===== src/design/psvm_pkg.sv =====
// ----------------------------------------------------------------------------
// psvm_pkg
// shared types and constants for the sample voice mixer
// ----------------------------------------------------------------------------
package psvm_pkg;

  localparam int unsigned CMD_W = 3;
  localparam logic [CMD_W-1:0] CMD_LOAD = 3'd0;
  localparam logic [CMD_W-1:0] CMD_LEN  = 3'd1;
  localparam logic [CMD_W-1:0] CMD_TRIG = 3'd2;
  localparam logic [CMD_W-1:0] CMD_TICK = 3'd3;
  localparam logic [CMD_W-1:0] CMD_STOP = 3'd4;

  localparam logic [15:0] GAIN_MAX = 16'd24576;
  localparam int unsigned GAIN_W = 15;
  localparam int unsigned ACC_W = 48;

  typedef enum logic [2:0] {
    ST_IDLE,
    ST_LAUNCH,
    ST_VREAD,
    ST_VMAC,
    ST_FINISH,
    ST_STOP
  } state_t;

  // control from sequencer to the multiply accumulate unit
  typedef struct packed {
    logic clear;
    logic mac;
    logic mono;
  } mac_ctl_t;

  function automatic logic signed [23:0] sat24(input logic signed [ACC_W-1:0] acc);
    logic signed [ACC_W-1:0] q;
    q = acc >>> 7;
    if (q > $signed(48'sd8388607)) return 24'sh7fffff;
    else if (q < -$signed(48'sd8388608)) return 24'sh800000;
    else return q[23:0];
  endfunction

endpackage


===== src/design/psvm_mac.sv =====
// ----------------------------------------------------------------------------
// psvm_mac
// shared multiply accumulate unit, one voice channel pair per use
// ----------------------------------------------------------------------------
module psvm_mac (
  input  logic                            clk,
  input  psvm_pkg::mac_ctl_t              ctl,
  input  logic signed [15:0]              smp_l,
  input  logic signed [15:0]              smp_r,
  input  logic [psvm_pkg::GAIN_W-1:0]     gain,
  output logic signed [psvm_pkg::ACC_W-1:0] acc_l_r,
  output logic signed [psvm_pkg::ACC_W-1:0] acc_r_r
);
  logic signed [17:0] op_a, op_b;
  logic signed [15:0] g_s;
  logic signed [33:0] prod_a, prod_b;

  always_comb begin
    g_s = $signed({1'b0, gain});
    if (ctl.mono) begin
      op_a = 18'(smp_l) + 18'(smp_r);
      op_b = '0;
    end else begin
      op_a = 18'(smp_l) <<< 1;
      op_b = 18'(smp_r) <<< 1;
    end
    prod_a = op_a * g_s;
    prod_b = op_b * g_s;
  end

  always_ff @(posedge clk) begin
    if (ctl.clear) begin
      acc_l_r <= '0;
      acc_r_r <= '0;
    end else if (ctl.mac) begin
      acc_l_r <= acc_l_r + psvm_pkg::ACC_W'(prod_a);
      acc_r_r <= acc_r_r + psvm_pkg::ACC_W'(prod_b);
    end
  end
endmodule


===== config.mk =====
export PLATFORM = sky130hd
export DESIGN_NAME = psvm_mac
export DESIGN_NICKNAME = d
export VERILOG_FILES = /design/src/design/psvm_pkg.sv /design/src/design/psvm_mac.sv
export SDC_FILE = /design/constraint.sdc
export NUM_CORES = 2
export LEC_CHECK = 0
export BUFFER_PORTS_ARGS = -buffer_cell sky130_fd_sc_hd__buf_2
export CAP_MARGIN = 20
export CELL_PAD_IN_SITES_DETAIL_PLACEMENT = 1
export CELL_PAD_IN_SITES_GLOBAL_PLACEMENT = 1
export CORE_AREA = 4 4 325 327
export CTS_CLUSTER_SIZE = 30
export DETAILED_ROUTE_END_ITERATION = 6
export DIE_AREA = 0 0 329 331
export GPL_TIMING_DRIVEN = 0
export PLACE_DENSITY_LB_ADDON = 0.1
export SLEW_MARGIN = 20
export SYNTH_ARGS = -nofsm -noshare
export SYNTH_HDL_FRONTEND = slang
export SYNTH_SLANG_ARGS = --single-unit
export TNS_END_PERCENT = 20

===== constraint.sdc =====
create_clock -name clk -period 8.9 [get_ports clk]
set_input_delay 0 -clock clk [delete_from_list [all_inputs] [get_ports clk]]
set_output_delay 0 -clock clk [all_outputs]
set_load 0.01 [all_outputs]

==> results.py <==
metrics = {
    "setup_path": {
        "worstPathArrival_ns": 8.78,
        "cpLargestDelayFamily": "adder cells",
        "start_kind": "input pin",
        "critPathCaptureType": "register",
        "critical_path_required_ns": 9.19,
        "critPathBufInv": 6,
        "crit_path_max_fanout": 10,
        "cpPeakStageDelay_ns": 0.56,
        "cp_slowest_cell": "fa_1",
        "critical_path_class": "in2reg",
        "cpMostUsedCell": "fa_1",
    },
    "placed_design": {
        "gp_congestion": 0.809,
        "port_buffers": 140,
        "post-dp-hpwl_um": 86000,
    },
    "timing": {
        "maxSlewViolCount": 0,
        "finalHoldViolCount": 0,
        "setup_viol": 0,
        "worst_slew_pin_slew_ns": 1.08,
        "fin_worst_skew_ns": 0.0154,
        "rsz0062_at_grt": "no",
        "tns_ns": 0,
        "fmax_mhz": 118,
        "min_period_over_period": 0.954,
        "max_slew_margin": 0.278,
        "period_minus_slack_ns": 8.49,
    },
    "clock_tree": {
        "cts_num_sinks": 95,
        "clk_latency_ns": 0.43,
        "cts_root_buffer": "clkbuf_16",
        "cts_max_level": 3,
        "cts_tree": "done",
        "hold_buffers": 0,
        "numCtsBuffers": 9,
        "path_clk_slew_ns": 0.08,
        "cts.path.max_buffers": 2,
    },
    "floorplanning": {
        "start_util": 0.298,
        "die_h_um": 331,
        "ios": 147,
        "chipWidth_um": 329,
        "rows": 118,
        "dieArea_sq_mm": 0.109,
        "coreArea_sq_mm": 0.103,
    },
    "global_route": {
        "grt_pass1_vias": 25883,
        "grt_pass1_wl_um": 155000,
        "grt-busiest-layer": "met2",
        "grt_antenna_before_repair": 12,
        "grt_use_total": 0.191,
        "use_met1": 0.252,
        "grt_start_max_net_pins": 29,
        "met2_usage": 0.335,
        "use_met3": 0.0317,
        "grt-ovfl-total": 0,
    },
    "routing": {
        "drc": 0,
        "ant_nets": 0,
        "vias": 23129,
        "firstDrtPassIters": 7,
        "wl_um": 100000,
        "wire_per_inst_um": 19.9,
        "first_iter_violations": 895,
        "viasPerCell": 4.60,
    },
    "synthesis": {
        "synth_edf_count": 0,
        "yosys_warnings": 0,
        "ys_ff_latch": 95,
        "async_flop_share": 0,
        "syn_area_per_cell_sq_um": 8.83,
        "synth.distinct_cells": 70,
        "ys.flop_type": "dfxtp_1",
        "synth_fp_nets": 4436,
        "syn_inst": 3469,
        "syn-cell-area_sq_mm": 0.0306,
        "yosysSeqAreaShare": 0.0621,
    },
    "run_status": {
        "status": "finished clean",
    },
    "layout": {
        "fin_util": 0.329,
        "final_common_cell": "inv_1",
        "drive_above_1_share": 0.0708,
        "nFillCells": 12166,
        "final_cell_mix": "920 x inv_1, 672 x fa_1, 364 x nand2_1, 239 x ha_1, 207 x and2_1",
        "area_growth_pct": 10.5,
        "final_nets": 4609,
    },
    "worst_hold_path": {
        "min_path_type": "in2reg",
    },
    "job": {
        "cap_viol_max_count": 0,
    },
}
## worst paths after layout
kind | start | end | slack (ns) | cells past startpoint
max reg2reg | acc_r_r[19] | acc_r_r[45] | 2.84 | 21
max | smp_l[1] | acc_l_r[45] | 0.41 | 33
min reg2reg | acc_r_r[46] | acc_r_r[46] | 0.47 | 2
min | gain[1] | acc_r_r[2] | 0.21 | 5
## routing by layer
layer	part of all wire	wire (um)
met1	0.44	44400
met3	0.045	4480
met2	0.50	49800
met5	0.00051	51
met4	0.014	1350
## worst reg2reg max path: cells and delay by family, from the launching register on
family	cells	cell delay (ns)
and+or+nand+nor	1	0.08
buffers and inverters	6	0.66
xor gates and xnor gates	1	0.22
adders and majority gates	5	2.28
AOI/OAI and AO/OA	8	2.34
DFF	1	0.36
## cell usage after synthesis (11+ instances only)
cell	instances	area share
inv_1	924	0.11
fa_1	677	0.44
nand2_1	366	0.045
ha_1	239	0.098
and2_1	207	0.042
clkbuf_1	124	0.015
nor2_1	118	0.014
a21oi_1	99	0.016
dfxtp_1	95	0.062
xnor2_1	91	0.026
o21ai_0	79	0.013
a21o_1	70	0.017
mux2i_1	49	0.016
xor2_1	43	0.012
and3_1	29	0.0059
nand3_1	29	0.0047
nor2b_1	23	0.0047
a211oi_1	20	0.0049
nand2b_1	20	0.0041
a31oi_1	15	0.0031
mux2_2	13	0.0048
nand4_1	11	0.0022
## timing repair
action,CTS,global route
pin swaps,2,6
hold endpoints to repair,0,0
cloned,0,1
setup buffers,2,20
endpoints found under the setup margin,24,22
resized for setup,8,36
## kinds of logic (layout without fill, tap and decap cells)
kind of cell / after synthesis / after routing / share of synthesized area
buf+inv: 1060 / 1236 / 0.130
simple gates: 831 / 831 / 0.129
fa+ha+maj: 916 / 916 / 0.540
mux: 63 / 63 / 0.0213
flops: 95 / 95 / 0.0621
xor+xnor: 134 / 134 / 0.0383
compound gates: 369 / 369 / 0.0784
other cells: 1 / 9 / 0.000122
## cell type report
| class | instances | area (sq um) | area share |
|---|---|---|---|
| plain buffers | 128 | 517 | 0.0153 |
| repair buffers | 168 | 1030 | 0.0305 |
| multi-input cells | 2314 | 24900 | 0.735 |
| flip-flops and latches | 95 | 1900 | 0.0562 |
| diodes | 8 | 20.0 | 0.000592 |
| well taps | 1380 | 1730 | 0.0510 |
| clock buffers | 11 | 243 | 0.00717 |
| clock inverters | 3 | 45.0 | 0.00133 |
| repair inverters | 1 | 5.00 | 0.000148 |
| inverters | 925 | 3480 | 0.103 |
## through the flow
step	hold WS, ns	cells	area (sq um)	worst slack, ns
5_1_grt	0.225	5025	33800	0.00188
3_3_place_gp	0.425	4989	33100	-2.16
6_report	0.213	5033	33800	0.407
3_5_place_dp	0.428	4995	33200	-2.09
2_1_floorplan	0.312	3469	30600	0.687
4_1_cts	0.170	5007	33600	-0.0943
## state kept, by name, summed over array words and instances, names as in the netlist
signal	cells
acc_l_r	48
acc_r_r	47
Power is not shown: default switching activity piles up to over one toggle a cycle in this logic, so the estimate is an artifact.
